File: config.mk
export PLATFORM = sky130hd
export DESIGN_NAME = cw_break_in_sequencer_top
export DESIGN_NICKNAME = d
export VERILOG_FILES = /design/src/hdl/cwbi_pkg.sv /design/src/hdl/cw_break_in_sequencer_top.sv /design/src/hdl/cwbi_cfg_regs.sv /design/src/hdl/cwbi_seq_core.sv
export VERILOG_INCLUDE_DIRS = /design/src /design/src/hdl
export SDC_FILE = /design/constraint.sdc
export NUM_CORES = 1
export LEC_CHECK = 0
export ABC_CLOCK_PERIOD_IN_PS = 3900
export BUFFER_PORTS_ARGS = -buffer_cell sky130_fd_sc_hd__buf_2
export CAP_MARGIN = 20
export CORE_MARGIN = 2
export CORE_UTILIZATION = 59
export CTS_CLUSTER_SIZE = 30
export DETAILED_ROUTE_END_ITERATION = 16
export GPL_ROUTABILITY_DRIVEN = 0
export PLACE_DENSITY = 0.89
export SLEW_MARGIN = 20
export SYNTH_ARGS = -nofsm -noshare
export SYNTH_HDL_FRONTEND = slang
export SYNTH_SLANG_ARGS = --single-unit
File: constraint.sdc
create_clock -name clk_i -period 3.9 [get_ports clk_i]
set_clock_uncertainty 0.1 [all_clocks]
set_input_delay 0.585 -clock clk_i [delete_from_list [all_inputs] [get_ports clk_i]]
set_output_delay 0.585 -clock clk_i [all_outputs]
set_load 0.05 [all_outputs]
File: src/hdl/cw_break_in_sequencer_top_assert.svh
// ----------------------------------------------------------------------------
// CW break-in sequencer assertion macros
// Concurrent assertion wrappers that compile away for synthesis.
// ----------------------------------------------------------------------------
`ifndef CW_BREAK_IN_SEQUENCER_TOP_ASSERT_SVH
`define CW_BREAK_IN_SEQUENCER_TOP_ASSERT_SVH

`ifndef SYNTHESIS
`define CWBI_ASSERT_IMPL(label, clk, rst_n, ante, cons, msg) \
  label: assert property (@(posedge clk) disable iff (!rst_n) (ante) |-> (cons)) \
    else $error(msg);
`define CWBI_ASSERT_NEXT(label, clk, rst_n, ante, cons, msg) \
  label: assert property (@(posedge clk) disable iff (!rst_n) (ante) |=> (cons)) \
    else $error(msg);
`else
`define CWBI_ASSERT_IMPL(label, clk, rst_n, ante, cons, msg)
`define CWBI_ASSERT_NEXT(label, clk, rst_n, ante, cons, msg)
`endif

`endif

File: src/hdl/cwbi_pkg.sv
// ----------------------------------------------------------------------------
// CW break-in sequencer package
// Shared types, register indexes and constants of the sequencer.
// ----------------------------------------------------------------------------
`timescale 1ns / 1ps

package cwbi_pkg;

  localparam int FREQ_BITS_DEF       = 28;
  localparam int HANG_COUNT_BITS_DEF = 12;

  localparam int CFG_IDX_BITS  = 3;
  localparam int CFG_DATA_BITS = 16;

  localparam int HANG_MS_BITS = 12;
  localparam logic [HANG_MS_BITS-1:0] HANG_MIN_MS  = 12'd50;
  localparam logic [HANG_MS_BITS-1:0] HANG_UNIT_MS = 12'd10;

  localparam logic [CFG_IDX_BITS-1:0] CFG_CW_SELECTED   = 3'd0;
  localparam logic [CFG_IDX_BITS-1:0] CFG_FULL_BREAK_IN = 3'd1;
  localparam logic [CFG_IDX_BITS-1:0] CFG_PITCH_OFFSET  = 3'd2;
  localparam logic [CFG_IDX_BITS-1:0] CFG_HANG_TIME     = 3'd3;
  localparam logic [CFG_IDX_BITS-1:0] CFG_DIN_KEYING    = 3'd4;

  localparam logic [15:0] PITCH_OFFSET_RST = 16'd600;
  localparam logic [7:0]  HANG_TIME_RST    = 8'd5;

  typedef struct packed {
    logic        cw_selected;
    logic        full_break_in;
    logic [15:0] pitch_offset;
    logic [7:0]  hang_time;
    logic        din_keying;
  } cfg_t;

  typedef struct packed {
    logic paddle_a_level;
    logic paddle_b_level;
    logic synth_ok;
    logic tx_lockout;
    logic ms_tick;
  } item_t;

  typedef struct packed {
    logic amp_line;
    logic rx_line;
    logic dout_line;
    logic din_line;
    logic key_active;
    logic synth_write;
    logic hang_active;
  } result_t;

  typedef enum logic [8:0] {
    ST_IDLE      = 9'b000000001,
    ST_WAIT_KEY  = 9'b000000010,
    ST_START     = 9'b000000100,
    ST_MARK      = 9'b000001000,
    ST_DROP_RX   = 9'b000010000,
    ST_MARK_HOLD = 9'b000100000,
    ST_SPACE     = 9'b001000000,
    ST_HANG      = 9'b010000000,
    ST_HANG_POLL = 9'b100000000
  } seq_state_e;

endpackage

File: src/hdl/cw_break_in_sequencer_top.sv
// ----------------------------------------------------------------------------
// CW break-in sequencer top level
// Input register, sequencer core, result register and configuration port.
// ----------------------------------------------------------------------------
// Usage: each input request is one poll tick of the keying loop, carrying the
// paddle levels, LO frequency, synthesizer write outcome, TX lockout and a
// millisecond tick. Each accepted request yields exactly one result request
// with the line levels, session and hold flags and the synthesizer write.
// Configuration writes use their own channel and are always ready. The user must
// make them only while no request is in flight; the block does not enforce this.
// The result is registered: a request passes the input register, the
// next-state logic and the result register. Throughput is one request per
// cycle while the receiver takes results, set by the single pass through the
// next-state logic between the input register and the result register.
// Reset puts the sequence in idle with AMP, RX and DOUT high, DIN low, and
// the registers at their defaults. When the receiver stalls, the result
// register holds and the input register still takes one more request; after
// that input ready drops until the result is taken.
// ----------------------------------------------------------------------------
`timescale 1ns / 1ps

`include "cw_break_in_sequencer_top_assert.svh"

module cw_break_in_sequencer_top #(
  parameter int FREQ_BITS       = cwbi_pkg::FREQ_BITS_DEF,
  parameter int HANG_COUNT_BITS = cwbi_pkg::HANG_COUNT_BITS_DEF
) (
  input  logic                                clk_i,
  input  logic                                rst_ni,
  input  logic                                cfg_valid_i,
  output logic                                cfg_ready_o,
  input  logic [cwbi_pkg::CFG_IDX_BITS-1:0]   cfg_index_i,
  input  logic [cwbi_pkg::CFG_DATA_BITS-1:0]  cfg_data_i,
  input  logic                                in_valid_i,
  output logic                                in_ready_o,
  input  logic                                paddle_a_level_i,
  input  logic                                paddle_b_level_i,
  input  logic [FREQ_BITS-1:0]                lo_freq_i,
  input  logic                                synth_ok_i,
  input  logic                                tx_lockout_i,
  input  logic                                ms_tick_i,
  output logic                                out_valid_o,
  input  logic                                out_ready_i,
  output logic                                amp_line_o,
  output logic                                rx_line_o,
  output logic                                dout_line_o,
  output logic                                din_line_o,
  output logic                                key_active_o,
  output logic                                synth_write_o,
  output logic [FREQ_BITS-1:0]                synth_freq_o,
  output logic                                hang_active_o
);

  cwbi_pkg::cfg_t     cfg;
  cwbi_pkg::item_t    item_q;
  cwbi_pkg::result_t  res, res_q;
  logic               in_valid_q, in_valid_d, out_valid_q, out_valid_d;
  logic [FREQ_BITS-1:0] lo_q, freq, freq_q;
  logic               advance, step, in_take;

  assign advance    = !out_valid_q || out_ready_i;
  assign step       = in_valid_q && advance;
  assign in_ready_o = !in_valid_q || advance;
  assign in_take    = in_valid_i && in_ready_o;

  assign in_valid_d  = in_take ? 1'b1 : (step ? 1'b0 : in_valid_q);
  assign out_valid_d = step ? 1'b1 : (out_ready_i ? 1'b0 : out_valid_q);

  cwbi_cfg_regs u_cfg (
    .clk_i       (clk_i),
    .rst_ni      (rst_ni),
    .cfg_valid_i (cfg_valid_i),
    .cfg_ready_o (cfg_ready_o),
    .cfg_index_i (cfg_index_i),
    .cfg_data_i  (cfg_data_i),
    .cfg_o       (cfg)
  );

  cwbi_seq_core #(
    .FREQ_BITS       (FREQ_BITS),
    .HANG_COUNT_BITS (HANG_COUNT_BITS)
  ) u_core (
    .clk_i        (clk_i),
    .rst_ni       (rst_ni),
    .step_i       (step),
    .cfg_i        (cfg),
    .item_i       (item_q),
    .lo_freq_i    (lo_q),
    .res_o        (res),
    .synth_freq_o (freq)
  );

  always_ff @(posedge clk_i or negedge rst_ni) begin
    if (!rst_ni) begin
      in_valid_q  <= 1'b0;
      out_valid_q <= 1'b0;
    end else begin
      in_valid_q  <= in_valid_d;
      out_valid_q <= out_valid_d;
    end
  end

  always_ff @(posedge clk_i) begin
    if (in_take) begin
      item_q.paddle_a_level <= paddle_a_level_i;
      item_q.paddle_b_level <= paddle_b_level_i;
      item_q.synth_ok       <= synth_ok_i;
      item_q.tx_lockout     <= tx_lockout_i;
      item_q.ms_tick        <= ms_tick_i;
      lo_q                  <= lo_freq_i;
    end
    if (step) begin
      res_q  <= res;
      freq_q <= freq;
    end
  end

  assign out_valid_o   = out_valid_q;
  assign amp_line_o    = res_q.amp_line;
  assign rx_line_o     = res_q.rx_line;
  assign dout_line_o   = res_q.dout_line;
  assign din_line_o    = res_q.din_line;
  assign key_active_o  = res_q.key_active;
  assign synth_write_o = res_q.synth_write;
  assign synth_freq_o  = freq_q;
  assign hang_active_o = res_q.hang_active;

  `CWBI_ASSERT_NEXT(a_in_hold, clk_i, rst_ni, in_valid_q && !advance,
                    in_valid_q && $stable(lo_q) && $stable(item_q),
                    "Pending input request lost or changed during a stall.")
  `CWBI_ASSERT_NEXT(a_out_hold, clk_i, rst_ni, out_valid_q && !out_ready_i,
                    out_valid_q && $stable(res_q) && $stable(freq_q),
                    "Pending result request lost or changed during a stall.")
  `CWBI_ASSERT_IMPL(a_in_block, clk_i, rst_ni, in_valid_q && !advance, !in_ready_o,
                    "Input ready raised while both registers are full.")

endmodule

File: src/hdl/cwbi_cfg_regs.sv
// ----------------------------------------------------------------------------
// CW break-in sequencer configuration registers
// Register file written through the configuration request channel.
// ----------------------------------------------------------------------------
`timescale 1ns / 1ps

module cwbi_cfg_regs (
  input  logic                                 clk_i,
  input  logic                                 rst_ni,
  input  logic                                 cfg_valid_i,
  output logic                                 cfg_ready_o,
  input  logic [cwbi_pkg::CFG_IDX_BITS-1:0]    cfg_index_i,
  input  logic [cwbi_pkg::CFG_DATA_BITS-1:0]   cfg_data_i,
  output cwbi_pkg::cfg_t                       cfg_o
);

  cwbi_pkg::cfg_t cfg_q, cfg_d;

  assign cfg_ready_o = 1'b1;
  assign cfg_o       = cfg_q;

  always_comb begin
    cfg_d = cfg_q;
    if (cfg_valid_i) begin
      case (cfg_index_i)
        cwbi_pkg::CFG_CW_SELECTED:   cfg_d.cw_selected   = cfg_data_i[0];
        cwbi_pkg::CFG_FULL_BREAK_IN: cfg_d.full_break_in = cfg_data_i[0];
        cwbi_pkg::CFG_PITCH_OFFSET:  cfg_d.pitch_offset  = cfg_data_i[15:0];
        cwbi_pkg::CFG_HANG_TIME:     cfg_d.hang_time     = cfg_data_i[7:0];
        cwbi_pkg::CFG_DIN_KEYING:    cfg_d.din_keying    = cfg_data_i[0];
        default: ;
      endcase
    end
  end

  always_ff @(posedge clk_i or negedge rst_ni) begin
    if (!rst_ni) begin
      cfg_q.cw_selected   <= 1'b0;
      cfg_q.full_break_in <= 1'b0;
      cfg_q.pitch_offset  <= cwbi_pkg::PITCH_OFFSET_RST;
      cfg_q.hang_time     <= cwbi_pkg::HANG_TIME_RST;
      cfg_q.din_keying    <= 1'b0;
    end else begin
      cfg_q <= cfg_d;
    end
  end

endmodule

File: src/hdl/cwbi_seq_core.sv
// ----------------------------------------------------------------------------
// CW break-in sequencer core
// Sequence state, hang countdown and line levels, advanced one poll per step.
// ----------------------------------------------------------------------------
`timescale 1ns / 1ps

`include "cw_break_in_sequencer_top_assert.svh"

module cwbi_seq_core #(
  parameter int FREQ_BITS       = cwbi_pkg::FREQ_BITS_DEF,
  parameter int HANG_COUNT_BITS = cwbi_pkg::HANG_COUNT_BITS_DEF
) (
  input  logic                  clk_i,
  input  logic                  rst_ni,
  input  logic                  step_i,
  input  cwbi_pkg::cfg_t        cfg_i,
  input  cwbi_pkg::item_t       item_i,
  input  logic [FREQ_BITS-1:0]  lo_freq_i,
  output cwbi_pkg::result_t     res_o,
  output logic [FREQ_BITS-1:0]  synth_freq_o
);

  cwbi_pkg::seq_state_e         state_q, state_d;
  logic [FREQ_BITS-1:0]         last_lo_q, last_lo_d;
  logic                         hold_q, hold_d;
  logic [HANG_COUNT_BITS-1:0]   cnt_q, cnt_d;
  logic                         run_q, run_d;
  logic                         amp_q, amp_d, rx_q, rx_d, dout_q, dout_d, din_q, din_d;
  logic                         sess_q, sess_d;

  logic                               key_down, legacy, may_start, wr;
  logic [FREQ_BITS-1:0]               wf, tx_freq;
  logic [FREQ_BITS:0]                 freq_sum;
  logic [cwbi_pkg::HANG_MS_BITS-1:0]  hang_ms, hang_ms_min;
  logic [HANG_COUNT_BITS-1:0]         hang_load;

  assign key_down  = !item_i.paddle_a_level || !item_i.paddle_b_level;
  assign legacy    = cfg_i.din_keying;
  assign may_start = !item_i.tx_lockout && cfg_i.cw_selected;

  assign freq_sum = {1'b0, lo_freq_i} + (FREQ_BITS + 1)'(cfg_i.pitch_offset);
  assign tx_freq  = freq_sum[FREQ_BITS] ? {FREQ_BITS{1'b1}} : freq_sum[FREQ_BITS-1:0];

  // Longest hang (2550 ms) fits the default 12-bit count; narrower ones truncate.
  assign hang_ms     = cwbi_pkg::HANG_MS_BITS'(cfg_i.hang_time) * cwbi_pkg::HANG_UNIT_MS;
  assign hang_ms_min = (hang_ms < cwbi_pkg::HANG_MIN_MS) ? cwbi_pkg::HANG_MIN_MS : hang_ms;
  assign hang_load   = HANG_COUNT_BITS'(hang_ms_min);

  always_comb begin
    state_d   = state_q;
    last_lo_d = last_lo_q;
    hold_d    = hold_q;
    cnt_d     = cnt_q;
    run_d     = run_q;
    amp_d     = amp_q;
    rx_d      = rx_q;
    dout_d    = dout_q;
    din_d     = din_q;
    sess_d    = sess_q;
    wr        = 1'b0;
    wf        = '0;
    if (step_i) begin
      if (item_i.ms_tick && run_q) begin
        if (cnt_q <= HANG_COUNT_BITS'(1)) begin
          cnt_d  = '0;
          run_d  = 1'b0;
          hold_d = 1'b0;
        end else begin
          cnt_d = cnt_q - HANG_COUNT_BITS'(1);
        end
      end
      case (state_q)
        cwbi_pkg::ST_IDLE: begin
          if (last_lo_q != lo_freq_i) begin
            wr = 1'b1;
            wf = lo_freq_i;
            if (item_i.synth_ok) begin
              last_lo_d = lo_freq_i;
              if (may_start) state_d = cwbi_pkg::ST_WAIT_KEY;
            end
          end else if (may_start) begin
            state_d = cwbi_pkg::ST_WAIT_KEY;
          end
        end
        cwbi_pkg::ST_WAIT_KEY: begin
          if (key_down) begin
            sess_d  = 1'b1;
            state_d = cwbi_pkg::ST_START;
          end else begin
            state_d = cwbi_pkg::ST_IDLE;
          end
        end
        cwbi_pkg::ST_START: begin
          dout_d = 1'b0;
          if (legacy) din_d = 1'b0;
          wr = 1'b1;
          wf = tx_freq;
          if (item_i.synth_ok) state_d = cwbi_pkg::ST_MARK;
        end
        cwbi_pkg::ST_MARK: begin
          amp_d = 1'b0;
          if (legacy) begin
            rx_d    = 1'b0;
            din_d   = 1'b1;
            hold_d  = 1'b1;
            state_d = cwbi_pkg::ST_MARK_HOLD;
          end else if (cfg_i.full_break_in) begin
            rx_d    = 1'b0;
            hold_d  = 1'b1;
            state_d = cwbi_pkg::ST_MARK_HOLD;
          end else begin
            state_d = cwbi_pkg::ST_DROP_RX;
          end
        end
        cwbi_pkg::ST_DROP_RX: begin
          if (legacy) begin
            state_d = cwbi_pkg::ST_IDLE;
          end else begin
            rx_d    = 1'b0;
            hold_d  = 1'b1;
            state_d = cwbi_pkg::ST_MARK_HOLD;
          end
        end
        cwbi_pkg::ST_MARK_HOLD: begin
          if (!key_down) state_d = cwbi_pkg::ST_SPACE;
        end
        cwbi_pkg::ST_SPACE: begin
          if (legacy) din_d = 1'b0;
          else rx_d = 1'b1;
          cnt_d   = hang_load;
          run_d   = 1'b1;
          state_d = cwbi_pkg::ST_HANG;
        end
        cwbi_pkg::ST_HANG: begin
          if (!hold_d) begin
            wr = 1'b1;
            wf = lo_freq_i;
            if (item_i.synth_ok) begin
              amp_d  = 1'b1;
              dout_d = 1'b1;
              if (legacy) rx_d = 1'b1;
              sess_d  = 1'b0;
              state_d = cwbi_pkg::ST_IDLE;
            end
          end else begin
            state_d = cwbi_pkg::ST_HANG_POLL;
          end
        end
        cwbi_pkg::ST_HANG_POLL: begin
          if (key_down) state_d = legacy ? cwbi_pkg::ST_MARK : cwbi_pkg::ST_DROP_RX;
          else state_d = cwbi_pkg::ST_HANG;
        end
        default: state_d = cwbi_pkg::ST_IDLE;
      endcase
    end
  end

  assign res_o.amp_line    = amp_d;
  assign res_o.rx_line     = rx_d;
  assign res_o.dout_line   = dout_d;
  assign res_o.din_line    = din_d;
  assign res_o.key_active  = sess_d;
  assign res_o.synth_write = wr;
  assign res_o.hang_active = hold_d;
  assign synth_freq_o      = wf;

  always_ff @(posedge clk_i or negedge rst_ni) begin
    if (!rst_ni) begin
      state_q   <= cwbi_pkg::ST_IDLE;
      last_lo_q <= '0;
      hold_q    <= 1'b0;
      cnt_q     <= '0;
      run_q     <= 1'b0;
      amp_q     <= 1'b1;
      rx_q      <= 1'b1;
      dout_q    <= 1'b1;
      din_q     <= 1'b0;
      sess_q    <= 1'b0;
    end else begin
      state_q   <= state_d;
      last_lo_q <= last_lo_d;
      hold_q    <= hold_d;
      cnt_q     <= cnt_d;
      run_q     <= run_d;
      amp_q     <= amp_d;
      rx_q      <= rx_d;
      dout_q    <= dout_d;
      din_q     <= din_d;
      sess_q    <= sess_d;
    end
  end

  `CWBI_ASSERT_IMPL(a_run_count, clk_i, rst_ni, run_q, cnt_q != '0,
                    "Hang countdown runs with a zero count.")
  `CWBI_ASSERT_IMPL(a_hold_lines, clk_i, rst_ni, state_q == cwbi_pkg::ST_MARK_HOLD,
                    !amp_q && !rx_q && !dout_q, "Mark hold with a line still raised.")
  `CWBI_ASSERT_IMPL(a_poll_hold, clk_i, rst_ni, state_q == cwbi_pkg::ST_HANG_POLL,
                    hold_q, "Hang poll entered without the hold flag.")

endmodule
* After elaboration in Yosys (flattened, before gate mapping) *
Cells that the tools add are included.

cells by class
  $add $sub $neg = 2
  multiply operators = 1
  div/mod/pow operators = 0
  magnitude comparators = 2
  equal/unequal tests = 18
  shift-type cells = 0
  muxes and demuxes = 66
  bitwise gates (word level) = 0
  reductions and logical operators = 27

operators by type and width
  kind                   number
  $mux 28                3
  $pmux 28 s3            1
  $mux 9                 9
  $pmux 9 s9             1
  $mux 12                4
  $mux 1                 37
  $add 28x16->29         1
  $ne 28x28->1           1
  $le 12x1->1 const B    1
  $lt 12x6->1 const B    1
  $mux 6                 2
  $reduce_and 2->1       6
  $sub 12x1->12 const B  1
  $mul 8x3->11 const B   1
  $pmux 1 s2             5
  $eq 9x1->1 const B     1
  $eq 9x2->1 const B     1
  $eq 9x3->1 const B     1
  $eq 9x4->1 const B     1
  $eq 9x5->1 const B     1
  $eq 9x6->1 const B     1
  $eq 9x7->1 const B     1
  $eq 9x8->1 const B     1
  $eq 9x9->1 const B     1
  other kinds (19)       33

storage, ports and cells
  bits in registers = 153
  bits in latches = 0
  RAM bits = 0
  bits in read-only memories = 0
  bits of input ports = 57
  output and inout bits = 38
  memories = 0

* Logic depth before layout (Yosys ltp) *
  depth after elaboration = 8
  gate-level depth with buffers = 11

* Cells and area by module *
From an unflattened synthesis, not the netlist that was laid out.

unflattened totals
  cell total of the unflattened synthesis = 731
  area total of the unflattened synthesis = 8,326.7 µm²

modules (own cells, without submodules)
  module                     times used  cells an instance  area each (µm²)
  cwbi_seq_core              1           592                5,052.3
  cw_break_in_sequencer_top  1           76                 2,145.8
  cwbi_cfg_regs              1           63                 1,128.6

* Worst setup path before layout *
Ideal clock, no wire load.

  path kind = register to register
  start point = register out_valid_q (netlist: out_valid_o)
  end point = register u_core.last_lo_q[10]
  arrival = 2.833 ns
  data required time = 3.675 ns
  slack = 0.843 ns
  stages on the path, launching flop included = 8
  cell sequence = dfrtp_1 nand2b_1 nand2_1 clkinv_1 nand2_1 nor2_4 buf_4 mux2_2

between the ends
  cells in the longest elaborated chain, start to end = 4

RTL lines
  item                               RTL line                         RTL
  start, declared                    cw_break_in_sequencer_top.sv:57  logic in_valid_q, in_valid_d, out_valid_q, out_valid_d;
  start signal, assigned             cw_break_in_sequencer_top.sv:99  out_valid_q <= out_valid_d;
  $logic_not 1->1                    cw_break_in_sequencer_top.sv:61  assign advance = !out_valid_q || out_ready_i;
  $logic_or 1x1->1                   cw_break_in_sequencer_top.sv:61
  $logic_and 1x1->1                  cw_break_in_sequencer_top.sv:62  assign step = in_valid_q && advance;
  $reduce_and 4->1 (no source line)  --
  end signal, assigned               cwbi_seq_core.sv:181             last_lo_q <= last_lo_d;
  end, declared                      cwbi_seq_core.sv:24              logic [FREQ_BITS-1:0] last_lo_q, last_lo_d;

Every way passes these cells.
A chain may end at the register's enable or synchronous reset.

* Worst setup path after layout *
  start point = register lo_q[0]
  end point = register freq_q[22] (netlist: synth_freq_o[22]), data pin

between the ends
  cells in the longest elaborated chain, start to end = 3
  elaborated cells on any way between the ends = 5

RTL lines
  item                                            RTL line                                  RTL
  start, declared                                 cw_break_in_sequencer_top.sv:58           logic [FREQ_BITS-1:0] lo_q, freq, freq_q;
  start signal, assigned                          cw_break_in_sequencer_top.sv:110          lo_q <= lo_freq_i;
  $add 28x16->29 or $ne 28x28->1 (tied branches)  cwbi_seq_core.sv:41, cwbi_seq_core.sv:74
  $mux 28, on equally long branches               cwbi_seq_core.sv:42, cwbi_seq_core.sv:74
  $pmux 28 s3 *                                   cwbi_seq_core.sv:72                       case (state_q)
  via freq[22]                                    cw_break_in_sequencer_top.sv:58
  end signal, assigned                            cw_break_in_sequencer_top.sv:114          freq_q <= freq;
  end, declared                                   cw_break_in_sequencer_top.sv:58

Mark *: on every way through the listed nets, which the timed path passes. The rest lies on a longest branch.

==> Flow_metrics.wiki <==
{| class="wikitable"
! Metric !! Value
|-
| All-layer global routing usage || 0.2770
|-
| Overall die width || 121.9 um
|-
| Via count || 6301
|-
| Number of design rule violations left after detail routing || 0
|-
| Most Frequent Cell on Critical Path || sky130_fd_sc_hd__a21o_1
|-
| Static Leakage || 4.068 nW
|-
| Number of buffer and inverter stages on the critical path || 0
|-
| Transition time at the pin with the least slew margin || 0.9078 ns
|-
| Pin count of the biggest net entering global routing || 67
|-
| Net count after synthesis || approximately 830
|-
| Slew Limit Fails || 0
|-
| Number of buffers added by the clock tree synthesis step || 17
|-
| Unrepaired setup endpoints after global routing || false
|-
| Sequential area share after synthesis || 0.5100
|-
| Total power after layout || 0.006339 W
|-
| Outcome || finished clean
|-
| Count of antenna-violating nets left after detailed routing || 0
|-
| Critical path type || flop to flop
|-
| Mapped Area || 8199 um2
|-
| First-pass GRT wire length || 31370 um
|-
| Post-placement cell count || 990
|-
| Crit-path max cell delay || 0.49 ns
|-
| Minimum clock period || 3.412 ns
|-
| Critical path capture point type || flop
|-
| Max-cap violation count || 0
|-
| Crit path DAT || 3.48 ns
|-
| Post-Syn Instances || 737
|-
| Postcts setup bufs || 0
|-
| Cell chosen for the clock root || sky130_fd_sc_hd__clkbuf_16
|-
| Die Footprint || 14860 um2
|-
| Effective utilization at floorplan || 0.5976
|-
| Number of register bits inferred by synthesis || roughly 150
|-
| Rows || 43
|-
| Number of nets in the final layout || 918
|-
| Setup violation total in the final timing report || 0
|-
| Total negative setup slack || 0 ns
|-
| Final wirelength || slightly below 20000 um
|-
| Total congestion overflow || 0
|-
| Share of layout cells above drive strength 1 || 0.2637
|-
| Number of iterations in the first detailed-routing pass || 5
|-
| Worst supply voltage drop on vdd || 413.4 uV
|-
| Upper clock frequency limit || ~300 MHz
|-
| Detailed Place HPWL || 13290 um
|-
| Clock transition at path regs || about 0.07 ns
|-
| Syn. warnings || 0
|-
| Drt initial violations || roughly 540
|-
| Pre-CTS setup slack || 0.5872 ns
|-
| H-Tree Depth || 4
|-
| Reg-to-reg setup timing slack || roughly 0.5 ns
|-
| Post-route fraction of the period consumed by the critical path || 0.8748
|-
| Area grow syn2layout || 15.20%
|-
| Max-slew headroom at the worst pin || 0.3948
|-
| Clock tree from TritonCTS || yes
|-
| Number of hold-repair buffers added at the cts stage || 0
|-
| Number of antenna violations at the first check in global routing || 0
|-
| Slowest cell on crit path || sky130_fd_sc_hd__a21o_1
|-
| Count of fill cells added during filler insertion || 988
|-
| Number of synthesized flops with an enable pin || 68
|-
| Dominant delay contributor by cell family on the critical path || compound AO/OA/AOI/OAI gates
|-
| Area of the multi-input gates || 3815 um2
|-
| Core footprint || between 10000 and 15000 um2
|-
| Mean instance size in the synthesized netlist || 11.12 um2
|-
| Per-cell routed wire length || roughly 19 um
|-
| Resize count post-CTS || 0
|-
| Vias per inst || 6.165
|-
| Number of standard cells in the final layout excluding fillers || 1022
|-
| Ant. Diodes || 0
|-
| Number of library cell types mapped by synthesis || 71
|-
| Top Ports || 95
|-
| Chip Height || about 120 um
|-
| Clk sink count || 153
|-
| Worst-case setup margin in the final layout || 0.4884 ns
|-
| Number of I/O port buffers || 93
|-
| CP Data Required Time || between 3 and 4 ns
|-
| Kind of path behind the tightest hold check || input port to asynchronous set/reset pin
|-
| Most used flip-flop cell after synthesis || sky130_fd_sc_hd__dfrtp_1
|-
| Startpoint kind of the worst setup timing path || flop
|-
| Peak fanout along the critical path || 19
|-
| Power Density || 671.1 nW/um2
|-
| Insertion delay to the later sink of the worst-skew pair || 0.43 ns
|-
| Asr flop ratio synth || 0.5556
|-
| Area occupied by registers || 4182 um2
|-
| Final hold violations || 0
|-
| Critical-path cell list || ha_1, fa_1, a21o_1, a221o_1, o211ai_1, a21o_1, nor3_4, o21ai_0, nand3_1
|-
| Maximum root-to-sink buffer count || 2
|-
| Number of global-route vias before repair || 6206
|}
[power breakdown]
group / leakage [nW] / switching, W / internal [W]
clock: 0.320 / 0.000672 / 0.00106
sequential: 1.70 / 0.000312 / 0.00212
combinational: 2.05 / 0.00131 / 0.000864
total: 4.07 / 0.00230 / 0.00404
[worst paths after layout]
kind	from	to	cells after the start
min in group clk_i	lo_freq_i[23]	lo_q[23]$_DFFE_PP_	1
hold / removal	rst_ni	u_core.sess_q$_DFF_PN0_	1
setup / recovery	lo_q[0]$_DFFE_PP_	synth_freq_o[22]$_DFFE_PP_	9
max in group asynchronous	rst_ni	u_cfg.cfg_o[15]$_DFFE_PN1P_	2
setup reg to reg	lo_q[0]$_DFFE_PP_	synth_freq_o[22]$_DFFE_PP_	9
hold reg to reg	u_core.run_q$_DFFE_PN0P_	u_core.run_q$_DFFE_PN0P_	1
[through the flow]
step / instance area, um2 / hold WS (ns) / util
2_1_floorplan: 8199 / 0.1894 / -
3_3_place_gp: 8796 / 0.3597 / 0.6411
3_5_place_dp: 8796 / 0.3735 / 0.6411
4_1_cts: 9439 / 0.1976 / 0.6880
5_1_grt: 9445 / 0.2129 / 0.6885
6_report: 9445 / 0.1834 / 0.6885
[sequential cells by signal, indices dropped and copies added, names as in the netlist]
signal,count
u_core.run_q,1
u_cfg.cfg_o,27
u_core.sess_q,1
out_valid_o,1
u_core.hold_q,1
u_core.rx_q,1
key_active_o,1
lo_q,28
u_core.cnt_q,12
rx_line_o,1
in_valid_q,1
synth_freq_o,28
din_line_o,1
amp_line_o,1
synth_write_o,1
item_q,5
u_core.state_q,9
dout_line_o,1
u_core.amp_q,1
u_core.din_q,1
u_core.dout_q,1
u_core.last_lo_q,28
hang_active_o,1
[synthesized netlist by cell type, types with 10 or more instances]
master / count / share of area
sky130_fd_sc_hd__ha_1: 30 / 0.046
sky130_fd_sc_hd__mux2_2: 60 / 0.082
sky130_fd_sc_hd__dfstp_2: 10 / 0.032
sky130_fd_sc_hd__nand2_1: 71 / 0.033
sky130_fd_sc_hd__nor3_1: 17 / 0.010
sky130_fd_sc_hd__clkbuf_1: 11 / 0.0050
sky130_fd_sc_hd__o211ai_1: 11 / 0.010
sky130_fd_sc_hd__xnor2_1: 11 / 0.012
sky130_fd_sc_hd__and3_1: 12 / 0.0092
sky130_fd_sc_hd__dfrtp_1: 75 / 0.23
sky130_fd_sc_hd__inv_1: 15 / 0.0069
sky130_fd_sc_hd__xor2_1: 34 / 0.036
sky130_fd_sc_hd__nor2_1: 43 / 0.020
sky130_fd_sc_hd__edfxtp_1: 68 / 0.25
sky130_fd_sc_hd__a21o_1: 11 / 0.010
sky130_fd_sc_hd__nor4_1: 13 / 0.0099
sky130_fd_sc_hd__nand3_1: 17 / 0.010
sky130_fd_sc_hd__a21oi_1: 43 / 0.026
sky130_fd_sc_hd__o21ai_0: 58 / 0.035
[cell type report]
cell class	count	area share
sequential	153	0.4427
inverter	16	0.006358
timing repair buffer	100	0.05511
tap	180	0.02384
clock buffer	25	0.06213
clock inverter	7	0.005961
multi-input combinational	541	0.4039
[metal layers]
metal,global-route usage,share of wire,wire length [um]
met5,0,0,0
met4,0.1070,0.026,504
met3,0.06882,0.068,1337
met2,0.4574,0.50,9698
met1,0.3535,0.41,8046
[cell families (layout without fill, tap and decap cells)]
family                     count (synthesis)  in the layout  synth area share
AOI/OAI and AO/OA                        176            176            0.1363
DFF                                      153            153            0.5100
buffers and inverters                     43            148           0.02640
and+or+nand+nor                          223            223            0.1409
muxes                                     64             64           0.08729
adders and majority gates                 32             32           0.05066
xor gates and xnor gates                  45             45           0.04807
other                                      1              1         0.0004574
[placed cells by master, fill, tap and decap left out, drive strengths merged, types with 3 or more instances in the layout]
cell type / n
a211oi: 6
a21o: 11
a21oi: 44
a22o: 6
a31oi: 7
and2: 4
and3: 12
buf: 100
clkbuf: 25
clkinv: 3
dfrtp: 75
dfstp: 10
edfxtp: 68
ha: 30
inv: 20
mux2: 60
mux2i: 4
nand2: 72
nand2b: 8
nand3: 17
nand3b: 8
nand4: 6
nor2: 44
nor3: 18
nor4: 16
o211ai: 11
o21a: 4
o21ai: 60
o21bai: 3
or2: 4
or3b: 3
xnor2: 11
xor2: 34
Power figures use the tool's default switching activity.
